### src/rtl/mcb_pkg.sv
// shared types and constants for the mesh chunk builder
// used by the cell row and the top level; no dependencies

package mcb_pkg;

  localparam int LIMIT_W = 8;
  localparam logic [LIMIT_W-1:0] LIMIT_RESET = 8'd128;
  localparam int LIMIT_FLOOR = 3;

  // register index decoded from the apb address
  localparam logic REG_LIMIT = 1'b0;
  localparam logic REG_VCOUNT = 1'b1;

  typedef enum logic [1:0] {
    SHIFT_0 = 2'd0,
    SHIFT_1 = 2'd1,
    SHIFT_2 = 2'd2,
    SHIFT_3 = 2'd3
  } shift_t;

  typedef struct packed {
    logic   load;
    shift_t shift;
  } cell_ctrl_t;

endpackage

### src/rtl/mcb_cell.sv
// one entry of the vertex map row: holds a global index, compares it with
// the three corners and takes a neighbor's entry when new vertices shift in
// depends on mcb_pkg

module mcb_cell import mcb_pkg::*; #(
  parameter int INDEX_BITS = 24
) (
  input  logic                  clk,
  input  cell_ctrl_t            ctrl,
  input  logic [INDEX_BITS-1:0] src1,
  input  logic [INDEX_BITS-1:0] src2,
  input  logic [INDEX_BITS-1:0] src3,
  input  logic                  in_use,
  input  logic [INDEX_BITS-1:0] corner_a,
  input  logic [INDEX_BITS-1:0] corner_b,
  input  logic [INDEX_BITS-1:0] corner_c,
  output logic [INDEX_BITS-1:0] entry,
  output logic [2:0]            hit
);

  always_ff @(posedge clk) begin
    if (ctrl.load) begin
      case (ctrl.shift)
        SHIFT_1: entry <= src1;
        SHIFT_2: entry <= src2;
        SHIFT_3: entry <= src3;
        default: entry <= entry;
      endcase
    end
  end

  assign hit[0] = in_use && (entry == corner_a);
  assign hit[1] = in_use && (entry == corner_b);
  assign hit[2] = in_use && (entry == corner_c);

endmodule

### config.mk
export PLATFORM = sky130hd
export DESIGN_NAME = mcb_cell
export DESIGN_NICKNAME = d
export VERILOG_FILES = /design/src/rtl/mcb_pkg.sv /design/src/rtl/mcb_cell.sv
export SDC_FILE = /design/constraint.sdc
export NUM_CORES = 1
export LEC_CHECK = 0
export ABC_AREA = 1
export BUFFER_PORTS_ARGS = -buffer_cell sky130_fd_sc_hd__buf_2
export CAP_MARGIN = 10
export CORE_MARGIN = 8
export CORE_UTILIZATION = 38
export CTS_CLUSTER_DIAMETER = 50
export CTS_CLUSTER_SIZE = 40
export DETAILED_ROUTE_END_ITERATION = 16
export PLACE_DENSITY = 0.87
export SLEW_MARGIN = 40
export SYNTH_ARGS = -nofsm -noshare
export SYNTH_HDL_FRONTEND = slang
export SYNTH_SLANG_ARGS = --single-unit
### constraint.sdc
create_clock -name clk -period 1.95 [get_ports clk]
set_clock_uncertainty 0.15 [all_clocks]
set_input_delay 0.39 -clock clk [delete_from_list [all_inputs] [get_ports clk]]
set_output_delay 0.39 -clock clk [all_outputs]
set_load 0.01 [all_outputs]
## After elaboration in Yosys (flattened, before gate mapping)

Cells that the tools add are included.

- Register bits after elaboration: 24
- Output and inout port bits: 27
- Logic and storage cells: 13

- Eq/ne operators: 6
- Reduce and logical (&&, ||, !) cells: 5
- Mux-type cells: 1

Operators by type and width:

| kind | count |
|---|---|
| == test 24 bit | 3 |
| case mux 24 bit (3 select lines) | 1 |
| == test 2 bit (second input constant) | 2 |
| logical AND 1 bit | 3 |
| nonzero test 3 bit | 1 |
| == test 2 x 1 -> 1 bit (second input constant) | 1 |
| AND reduction 2 bit | 1 |

## Logic depth before layout (Yosys ltp)

- Depth in word-level cells: 3
- Mapped depth: 8
- Mapped depth without buffers: 8

## Least setup slack after synthesis

No wires, ideal clock.

- Path kind: input to register
- Start point: input port ctrl[0] (netlist name)
- End point: register entry[0] (enable)
- Data required time: 1.418 ns
- Arrival time: 1.366 ns
- Path slack: 0.052 ns
- Buffers on the path: 2
- Stages: 3
- Setup time: 0.382 ns
- Cells stage by stage: buf_4 buf_2 o21a_1

- Longest elaborated chain between the ends: 3
- Elaborated cells between the ends (all ways): 5
- Classes of those cells: 3 x eq/ne; 2 x reduce/logical

Ends and longest elaborated chain:

| what | line | RTL |
|---|---|---|
| start, declared | mcb_cell.sv:9 | `input cell_ctrl_t ctrl,` |
| == test 2 bit or == test 2 x 1 -> 1 bit (tied branches) | mcb_cell.sv:23 | `case (ctrl.shift)` |
| nonzero test 3 bit (no source line) * | n/a |  |
| AND reduction 2 bit (no source line) * | n/a |  |
| end signal, assigned | mcb_cell.sv:24 | `SHIFT_1: entry <= src1;` |
| end signal, assigned | mcb_cell.sv:25 | `SHIFT_2: entry <= src2;` |
| end signal, assigned | mcb_cell.sv:26 | `SHIFT_3: entry <= src3;` |
| end, declared | mcb_cell.sv:17 | `output logic [INDEX_BITS-1:0] entry,` |

Every way passes the cells marked *; elsewhere a longest branch is shown, timed or not.
A chain may end at the register's enable or synchronous reset.

## Worst setup path in the final report

- Start point: register entry[9]
- End point: output port hit[1]

- Longest elaborated chain between the ends: 2

Ends and longest elaborated chain:

| what | line | RTL |
|---|---|---|
| == test 24 bit | mcb_cell.sv:33 | `assign hit[1] = in_use && (entry == corner_b);` |
| logical AND 1 bit | mcb_cell.sv:33 |  |
| end, declared | mcb_cell.sv:18 | `output logic [2:0] hit` |

No other way between the ends.

==> summary.md <==
| Metric | Value |
|---|---|
| Status | finished, violations left |
| Violated checks | setup timing |
| Syn_nets | 604 |
| Max FO, Critical Path | 5 |
| Initial core utilization | 0.383 |
| CTS buffer count | 3 |
| Pre-Repair DR Iteration Count | 5 |
| Initial antenna violation count | 0 |
| Hold path startpoint | src2[10] |
| Routed vias/inst | 4.65 |
| DR DRC count | 0 |
| Hold Violations, Final | 0 |
| Routed WL per cell | around 14 um |
| CTS sink count | 24 |
| Iteration-0 DRC Markers | 111 |
| # rows | 30 |
| Cell variety after synth | 19 |
| Cell Pwr Density | about 510 nW/um^2 |
| Worst-path clk slew | around 80 ps |
| Final ANT Viol Nets | 0 |
| Yosys top cell area share | 0.336 |
| Share of layout cells above drive strength 1 | 0.337 |
| # hold bufs at CTS | 0 |
| Die Footprint | 9580 um^2 |
| Clk buf depth | 2 |
| H-tree levels | 1 |
| P_leak | around 2.2 nW |
| GP Congestion | 0.929 |
| CP startpoint kind | flop |
| Relative slew margins | 0.764 |
| Synthesized cell area | approximately 2500 um^2 |
| Slowest-stage cell, CP | edfxtp_1 |
| Multi-input logic area | between 1000 and 1500 um^2 |
| Crit-path cells | inv_2, nand2_2, nand2_1, nor2_1, nand2_1, nor2_2, nand2_1, nor2_2, buf_2 |
| Synth Register Bits | 24 |
| Delay-heaviest family, CP | simple AND/OR/NAND/NOR gates |
| Most flops, register | entry |
| WL final | about 9.8 mm |
| Core area | 6640 um^2 |
| RSZ-0062 raised after global routing | yes |
| Layout area overhead | 41.3% |
| Number of fill cells | 699 |
| FF/Latch Area | between 700 and 800 um^2 |
| Final Cycle Share | 1.05 |
| Fin crit period | roughly 2100 ps |
| Buf+Inv Stages, Crit Path | 2 |
| Largest registers | entry x24 |
| I/O pin count | ~180 |
| First-pass GRT wire length | about 16 mm |
| Cell count after synthesis | around 460 |
| Die width | roughly 98 um |
| Post-route insts no fill | 709 |
| Total power | about 1.8 mW |
| Critical path class | reg -> out |
| Final setup vio count | 3 |
| Worst Hold Class | in -> reg |
| PortBufs | between 150 and 200 |
| CTS tree | yes |
| DP Cell Count | roughly 700 |
| Syn Area/Cell | around 5.6 um^2 |
| Worst setup path start | entry[9]$_DFFE_PP_ |
| Largest net degree at the start of global routing | 26 |
| GR Util All Layers | 0.201 |
| Total number of vias | around 3300 |
| Max reg flops | 24 |
| Yosys warnings | 0 |
| Worst EP arrival | about 1500 ps |
| Overflow after GRT | 0 |
| Root buffer cell | clkbuf_8 |
| Core Util, Final | 0.542 |
| Post-DP HPWL | around 8.6 mm |
| Synth top area cells | nand2_1, edfxtp_1, nand3_1, inv_1, nor2_1 |
| Die height | roughly 98 um |
| Worst Hold Margin | ~250 ps |
| Cell taking the most area after synthesis | nand2_1 |
| Fmax | about 0.49 GHz |
| Tightest Pin Transition | approximately 350 ps |
| Max-slew violations | 0 |
| Worst EP required | around 1400 ps |
| Maxcap violations | 0 |
| Sequential-to-total area share from yosys stat | 0.283 |
| Ant. Diodes | 0 |
| Worst setup EP type | output pin |
| Most used cell, CP | nand2_1 |
| Vias in the first global route | 3499 |
| Crit path largest cell delay | between 400 and 500 ps |
| Layout Nets | 779 |
| Final WS setup | -103 ps |
| Max rail drop VDD | roughly 0.00026 V |
-- cells in the mapped netlist --
master    count
nand2_1     228
inv_1        58
nand3_1      51
nor2_1       37
edfxtp_1     24
inv_2        17
xnor2_1      12
buf_2         6
buf_4         4
nor2_2        3
o211ai_1      3
xor2_1        3
clkinv_1      2
o21ai_1       2
a21oi_1       1
inv_4         1
nor2_8        1
o21a_1        1
o21ai_0       1
-- final timing paths --
| path | slack, ps | depth (start not counted) | end |
|---|---|---|---|
| worst max-delay path | -100 | 9 | hit[1] |
| worst min-delay path | 250 | 3 | entry[10]$_DFFE_PP_ |
-- power breakdown --
group / internal [mW] / switching (mW)
clock network: 0.274 / 0.158
logic: 0.307 / 0.378
registers: 0.635 / 0.0820
total: 1.22 / 0.618
-- cell type report --
| cell class | instances | share of cell area |
|---|---|---|
| clock buffer | 3 | 0.0115 |
| clock inverter | 1 | 0.00834 |
| inverter | 78 | 0.0821 |
| multi-input combinational | 343 | 0.413 |
| sequential | 24 | 0.200 |
| tap | 80 | 0.0278 |
| timing repair buffer | 180 | 0.257 |
-- stage by stage --
stage / TNS, ps / worst slack [ps] / instance area [um^2]
5_1_grt: -789 / -269 / 3600
3_5_place_dp: 0 / 161 / 3500
4_1_cts: -314 / -108 / 3590
6_report: -287 / -103 / 3600
2_1_floorplan: 0 / 51.7 / 2550
3_3_place_gp: 0 / 155 / 3500
-- per-layer routing --
metal / GRT usage / share of wire / wire length, um / up-vias
li1: - / - / - / 1715
met1: 0.229 / 0.41 / 3970 / 1417
met2: 0.367 / 0.50 / 4880 / 148
met3: 0.0384 / 0.069 / 675 / 14
met4: 0.0588 / 0.023 / 227 / 0
met5: 0 / 0 / 0 / -
-- layout by cell type (no fill, tap or decap) --
master and n:
nand2_1 224, buf_2 175, inv_1 58, nand3_1 51, nor2_1 35, edfxtp_1 24
inv_2 17, xnor2_1 12, nor2_2 5, nand2_2 4, buf_4 4, xor2_1 3
o211ai_1 3, clkbuf_8 3, o21ai_1 2, clkinv_1 2, inv_4 1, nor2_8 1
a21oi_1 1, o21ai_0 1, o21a_1 1, bufinv_16 1, buf_12 1
-- kinds of logic after synthesis --
group                  count (synthesis)  synth area share
AND/OR/NAND/NOR                      320             0.506
buffers and inverters                 88             0.140
flip-flops                            24             0.283
XOR/XNOR                              15            0.0516
AO/OA/AOI/OAI                          8            0.0197
-- what timing repair did --
item	in CTS	in global routing
resized for setup	4	2
gates cloned	0	0
setup buffers	2	0
pin swaps	9	0
setup endpoints to repair	3	3
No activity file was read; power rests on OpenSTA's default activity.
