==> src/rtl/mcb_hit_encoder.sv <==
// turns one corner's hit vector over the cell row into a found flag and
// the local slot of the matching entry (newest entry sits in cell 0)
// no dependencies

module mcb_hit_encoder #(
  parameter int CELLS = 128,
  parameter int LOCAL_W = 7,
  parameter int VCNT_W = 8
) (
  input  logic [CELLS-1:0]  hit,
  input  logic [VCNT_W-1:0] map_used,
  output logic              found,
  output logic [LOCAL_W-1:0] slot
);

  logic [LOCAL_W-1:0] pos;

  always_comb begin
    pos = '0;
    for (int p = 0; p < CELLS; p++) begin
      if (hit[p]) begin
        pos = pos | LOCAL_W'(p);
      end
    end
  end

  assign found = |hit;
  assign slot = LOCAL_W'(map_used - VCNT_W'(1) - VCNT_W'(pos));

endmodule

==> config.mk <==
export PLATFORM = sky130hd
export DESIGN_NAME = mcb_hit_encoder
export DESIGN_NICKNAME = d
export VERILOG_FILES = /design/src/rtl/mcb_hit_encoder.sv
export SDC_FILE = /design/constraint.sdc
export NUM_CORES = 1
export LEC_CHECK = 0
export BUFFER_PORTS_ARGS = -buffer_cell sky130_fd_sc_hd__clkbuf_2
export CAP_MARGIN = 20
export CELL_PAD_IN_SITES_DETAIL_PLACEMENT = 1
export CELL_PAD_IN_SITES_GLOBAL_PLACEMENT = 1
export CORE_MARGIN = 2
export CORE_UTILIZATION = 18
export DETAILED_ROUTE_END_ITERATION = 6
export GPL_TIMING_DRIVEN = 0
export PLACE_DENSITY = 0.92
export SYNTH_ARGS = -nofsm -noshare
export SYNTH_HDL_FRONTEND = slang
export SYNTH_SLANG_ARGS = --single-unit
==> constraint.sdc <==
create_clock -name vclk -period 6.05
set_input_delay 0.3025 -clock vclk [all_inputs]
set_output_delay 0.3025 -clock vclk [all_outputs]
set_load 0.01 [all_outputs]
Word-level counts from Yosys, hierarchy flattened
Cells that the tools add are included.

Add/sub/neg operators: 2. Reductions and logical operators: 1. Multiplexer cells: 127.

Operators with widths (number): $mux W7 (64); $mux W6 (32); $reduce_or A128 Y1 (1); $mux W5 (16); $mux W4 (8); $mux W3 (4); $sub A7 B1 Y7 const B (1); $sub A7 B7 Y7 (1); $mux W2 (2); $mux W1 (1).

Word-level logic and storage cells: 130. Register bits after elaboration: 0.

Longest topological paths before layout
Gate-level depths: netlist of run 1.

Depth in word-level cells: 128. Gate-level depth with buffers: 11. Mapped depth without buffers: 11.

Least setup slack after synthesis of run 1
Ideal clock, no wire load.

Path kind: input to output. From: in hit[116]. To: out slot[6]. Slack: 3174 ps. Data required time: 5747 ps. Arrival time: 2574 ps. Stages on the path: 10. Path through: or4_1 nor3_1 and3_1 and4_1 ha_1 nor2b_1 nor3_1 o21bai_1 a21oi_1 xor3_1.

Longest elaborated chain between the ends: 13.

RTL lines: start: declaration (line 10) `input logic [CELLS-1:0] hit,`; $mux W7 (12 in series) (line 21) `if (hit[p]) begin`; $sub A7 B7 Y7 (line 28) `assign slot = LOCAL_W'(map_used - VCNT_W'(1) - VCNT_W'(pos));`; end: declaration (line 13) `output logic [LOCAL_W-1:0] slot`.

No other way between the ends.

Worst setup path in the final report of run 1
From: in hit[87]. To: out slot[6].

Longest elaborated chain between the ends: 42.

RTL lines (line): $mux W7 (41 in series) (21); $sub A7 B7 Y7 (28).

No other way between the ends.

==> results of run 1 <==
Yosys cell counts:
cell	number	area, um^2
a21o_1	1	7.51
and3_1	4	25.0
or3_4	1	11.3
ha_1	6	75.1
nand2b_1	1	6.26
nand2_1	10	37.5
nor4_1	51	319
fa_1	1	20.0
o21ai_0	2	10.0
or4_4	1	11.3
nand4_1	9	56.3
nand3_1	10	50.1
nor3_2	1	10.0
and4_1	1	8.76
xnor2_1	3	26.3
nor2b_1	1	6.26
a21oi_1	4	20.0
nor3_1	9	45.0
or4_2	1	8.76
or3_1	1	6.26
o21bai_1	2	15.0
or4_1	6	45.0
xor3_1	1	23.8
inv_1	5	18.8
nor2_1	15	56.3
routing by layer:
layer | vias to the layer above | global-route usage, % | share of wire, %
li1 | 911 | - | -
met1 | 865 | 23.1 | 35
met2 | 89 | 43.9 | 54
met3 | 20 | 4.10 | 6.5
met4 | 0 | 9.16 | 4.4
met5 | - | 0 | 0
cell families after synthesis:
family | synth area share, %
AOI/OAI and AO/OA | 5.71
xor gates and xnor gates | 5.44
adders and majority gates | 10.3
buffers and inverters | 2.04
and+or+nand+nor | 76.5
through the flow:
stage | total power, mW | hold slack, ps | std cells
after floorplan | 0.0165 | 756 | 147
after global placement | 0.0771 | 922 | 360
after detailed placement | 0.0793 | 939 | 360
after CTS | 0.0797 | 940 | 360
after global routing | 0.0877 | 965 | 360
final | 0.0799 | 932 | 360
cell type report:
cell class / count / share of cell area (%)
Inverter: 5 / 1.09
Timing Repair Buffer: 143 / 41.5
Multi-Input combinational cell: 142 / 52.3
Tap cell: 70 / 5.08
worst min-delay path by stage:
stage | endpoint | slack, ps | cells past startpoint
floorplan | slot[0] | 760 | 1
global placement | slot[0] | 920 | 3
detailed placement | slot[0] | 940 | 3
CTS | slot[0] | 940 | 3
global route | slot[0] | 970 | 3
finish | slot[0] | 930 | 3
power by group:
part / switching (mW) / internal, mW / leakage, nW
combinational: 0.0386 / 0.0413 / 0.823
sequential: 0 / 0 / 0
clock: 0 / 0 / 0
layout by cell type, fill, tap and decap left out, types with 3 or more instances in the layout:
cell | Yosys | layout
nand4_1 | 9 | 9
inv_1 | 5 | 5
xnor2_1 | 3 | 3
nor4_1 | 51 | 51
a21oi_1 | 4 | 4
nand2_1 | 10 | 10
nand3_1 | 10 | 10
nor2_1 | 15 | 15
or4_1 | 6 | 6
ha_1 | 6 | 6
nor3_1 | 9 | 9
and3_1 | 4 | 4
clkbuf_2 | 0 | 143
worst max-delay path: cells and delay by family:
| family | cells | cell delay, ps |
|---|---|---|
| xor gates and xnor gates | 1 | 350 |
| adders and majority gates | 2 | 690 |
| AOI/OAI and AO/OA | 2 | 260 |
| buffers and inverters | 3 | 320 |
| and+or+nand+nor | 5 | 1350 |
==> flow_summary.toml, run 1 <==
[global_routing]
grt_pass1_wl_um = 9740
grt_antenna_before_repair = 0
grt_util_all_layers_pct = 22.4
grt_overflow = 0
grt_pass1_vias = 2085
grt_start_max_net_pins = 5

[floorplan]
ios = 144
die_x_um = 75.5
die-area_mm2 = 0.00570
fp-row-count = 26
core_mm2 = 0.00501
die_y_um = 75.5
start_util_pct = 18.4

[cells_and_area]
nClkBuffers = 0
area_growth_pct = 87.3
drive_gt1_share_pct = 50.7
design.seq.count = 0
nFillCells = 722
multi_input_area_um2 = 901
area.sequential_um2 = 0
utilization_pct = 34.4
finalNetCount = 435
final_area_mm2 = 0.00172
antenna_cells = 0

[run_status]
outcome = "finished, final reports clean"

[cts]
hold_buffers = 0
cts_resized = 0
cts_setup_buffers = 0

[placed_design]
place_ws_ps = 2460
place_area_mm2 = 0.00172
portBuffers = 143
place_hpwl_um = 6090
place.gp.congestion = 0.959

[critical_path]
crit_path_end = "slot[6]"
end_kind = "output pin"
crit_arrival_ps = 3270
max_stage_delay_ps = 470
cp_data_required_time_ps = 5750
crit_start = "hit[87]"
worstSetupPathType = "in -> out"
cp-start-kind = "input pin"
crit_chain = "clkbuf_2 > nor4_1 > nand4_1 > nor4_1 > ha_1 > inv_1 > fa_1 > nor2b_1 > nor3_1 > o21bai_1 > a21oi_1 > xor3_1 > clkbuf_2"
cpMaxStageDelayCell = "nor4_1"
path_max_fanout = 3

[routing]
postRouteAntennaNets = 0
drt-initial-drc-count = 37
post_drt_wl_per_cell_um = 17.7
vias = 1885
routed_wirelength_um = 6360
drt-pass1-iter-count = 6
vias_per_cell = 5.24
drcViolationCount = 0

[pwr]
peakVddDrop_mv = 0.0237
power_density_mw_per_mm2 = 46.4
leakage_nw = 0.823

[synthesis]
syn_inst = 147
postSynthAreaPerCell_um2 = 6.26
syn_nets = 290
synth_area_um2 = 920
ys_seq_area_share_pct = 0
yosysWarnings = 0
ys_types = 25

[sta]
post-route-period-util_pct = 59.1
fmax_mhz = 280
slew_headroom_pct = 65.0
rsz0062_at_grt = "false"
fin_ws_ps = 2480
fin_crit_ps = 3570
worst_pin_slew_ps = 520
finalMaxSlewViolations = 0
finalSetupViolations = 0
setup_tns_ps = 0
hold_violations = 0

[job]
drv_cap = 0

[min_path]
hp-class = "in -> out"
hold_start = "map_used[0]"
No activity file was read; power rests on OpenSTA's default activity.
==> run 2: changes to the inputs <==
ABC_AREA = 1   (was not set)
PLACE_DENSITY = 0.84   (was 0.92)
clock period = 3.2 ns   (was 6.05 ns; I/O delays follow)
==> run 2 against run 1 <==
- flip-flop and latch count unchanged
- sequential share of layout area unchanged
- core utilization decreased by 3.8 points
- power up 110%
- final area is 19% higher
- synthesized area up 35%
- synthesized cell count increased by 65%
- critical path depth increased by 2
- setup slack got worse by 2000 ps
==> flow_summary.toml, run 2 <==
[synthesis]
syn_nets = 385
synth_top_cell_area_share_pct = 20.9
yosysWarnings = 0
syn_inst = 242
ys_seq_area_share_pct = 0
yosysTopAreaCell = "nor2_1"
synth_area_leaders = "nor2_1, nand2_1, nor4_1, nor2_2, ha_1"
synth_common_cells = "nor2_1, nand2_1, nor4_1"
postSynthAreaPerCell_um2 = 5.12
ys_types = 24
yosysMostFrequentCell = "nor2_1"
synth_area_mm2 = 0.00124

[cells_and_area]
antenna_cells = 0
multi_input_area_mm2 = 0.00119
design.seq.count = 0
area_growth_pct = 65.8
nFillCells = 946
layout_common_cells = "clkbuf_2, nor2_1, nand2_1"
drive_gt1_share_pct = 45.7
final_common_cell = "clkbuf_2"
area.sequential_um2 = 0
finalNetCount = 530
nClkBuffers = 0

[routing]
postRouteAntennaNets = 0
post_drt_wl_per_cell_um = 14.6
drcViolationCount = 0
routed_wirelength_um = 6810
drt-pass1-iter-count = 4
vias_per_cell = 4.76
vias = 2215
drt-initial-drc-count = 53

[global_routing]
grt_antenna_before_repair = 0
grt_util_all_layers_pct = 17.5
grt_start_max_net_pins = 5
grt_pass1_vias = 2390
grt_pass1_wl_um = 10600
grt_overflow = 0

[critical_path]
cp_data_required_time_ps = 3040
crit_chain = "clkbuf_2 > nor4_1 > nand2_1 > nor2_1 > nand2_1 > nor2_1 > ha_1 > inv_1 > fa_1 > nor3_1 > nor2_1 > inv_1 > nand3_1 > nand2_1 > clkbuf_2"
path_buf_inv = 4
cpMaxStageDelayCell = "nor4_1"
max_stage_delay_ps = 480
worstSetupPathType = "in -> out"
end_kind = "output pin"
crit_arrival_ps = 2550
crit_family = "simple AND/OR/NAND/NOR gates"
cp-start-kind = "input pin"
path_max_fanout = 3

[cts]
cts_resized = 0
cts_setup_buffers = 0
hold_buffers = 0

[sta]
setup_tns_ps = 0
fmax_mhz = 369
rsz0062_at_grt = "false"
finalSetupViolations = 0
fin_crit_ps = 2710
finalMaxSlewViolations = 0
post-route-period-util_pct = 84.8
worst_pin_slew_ps = 488
hold_violations = 0
slew_headroom_pct = 67.2
whs_ps = 666

[placed_design]
place.gp.congestion = 0.939
place_hpwl_um = 6610
portBuffers = 143

[floorplan]
die_y_um = 87.0
core_mm2 = 0.00672
die_x_um = 87.0
die-area_mm2 = 0.00757
fp-row-count = 30
start_util_pct = 18.5
ios = 144

[min_path]
hp-class = "in -> out"

[run_status]
outcome = "finished, final reports clean"

[pwr]
leakage_nw = 0.991
intPower_mw = 0.0834
peakVddDrop_mv = 0.0293
clock_power_share_pct = 0
switching_power_mw = 0.0883
seqPwrFrac_pct = 0
power_density_mw_per_mm2 = 83.5
p_sw_share_pct = 51.4
p_comb_share_pct = 100.0

[job]
drv_cap = 0
-- run 2: final timing paths --
kind,start,to,depth (start not counted)
max,hit[63],slot[6],15
min,map_used[0],slot[0],3
-- run 2: final cells by class --
| cell class | count | area share (%) |
|---|---|---|
| multi-input cells | 229 | 57.9 |
| repair buffers | 143 | 34.8 |
| well taps | 80 | 4.87 |
| inverters | 13 | 2.37 |
-- run 2: logic make-up (layout without fill, tap and decap cells) --
kind of cell	after synthesis	count (layout)	synth area share, %
buf+inv	13	156	3.94
simple gates	211	211	82.6
xor+xnor	3	3	2.12
fa+ha+maj	7	7	7.67
compound gates	8	8	3.63
-- run 2: stage by stage --
stage | total power, mW | setup slack [ps] | instance area (um^2) | util, % | cells
after floorplan | 0.0536 | 1220 | 1240 | - | 242
after global placement | 0.168 | 528 | 2060 | 30.6 | 465
after detailed placement | 0.174 | 478 | 2060 | 30.6 | 465
after CTS | 0.174 | 475 | 2060 | 30.6 | 465
after global routing | 0.192 | 274 | 2060 | 30.6 | 465
final | 0.172 | 487 | 2060 | 30.6 | 465
-- run 2: power by group through the flow --
stage,combinational [mW],sequential (mW),clock [mW]
CTS,0.174,0,0
detailed placement,0.174,0,0
global placement,0.168,0,0
global route,0.192,0,0
finish,0.172,0,0
floorplan,0.0536,0,0
-- run 2: per-layer routing --
metal  routed length [um]  GRT usage (%)  share of wire [%]
met4                   74           1.70                1.1
met1                 2750           20.2                 40
met5                    0              0                  0
met2                 3540           35.4                 52
met3                  446           1.52                6.6
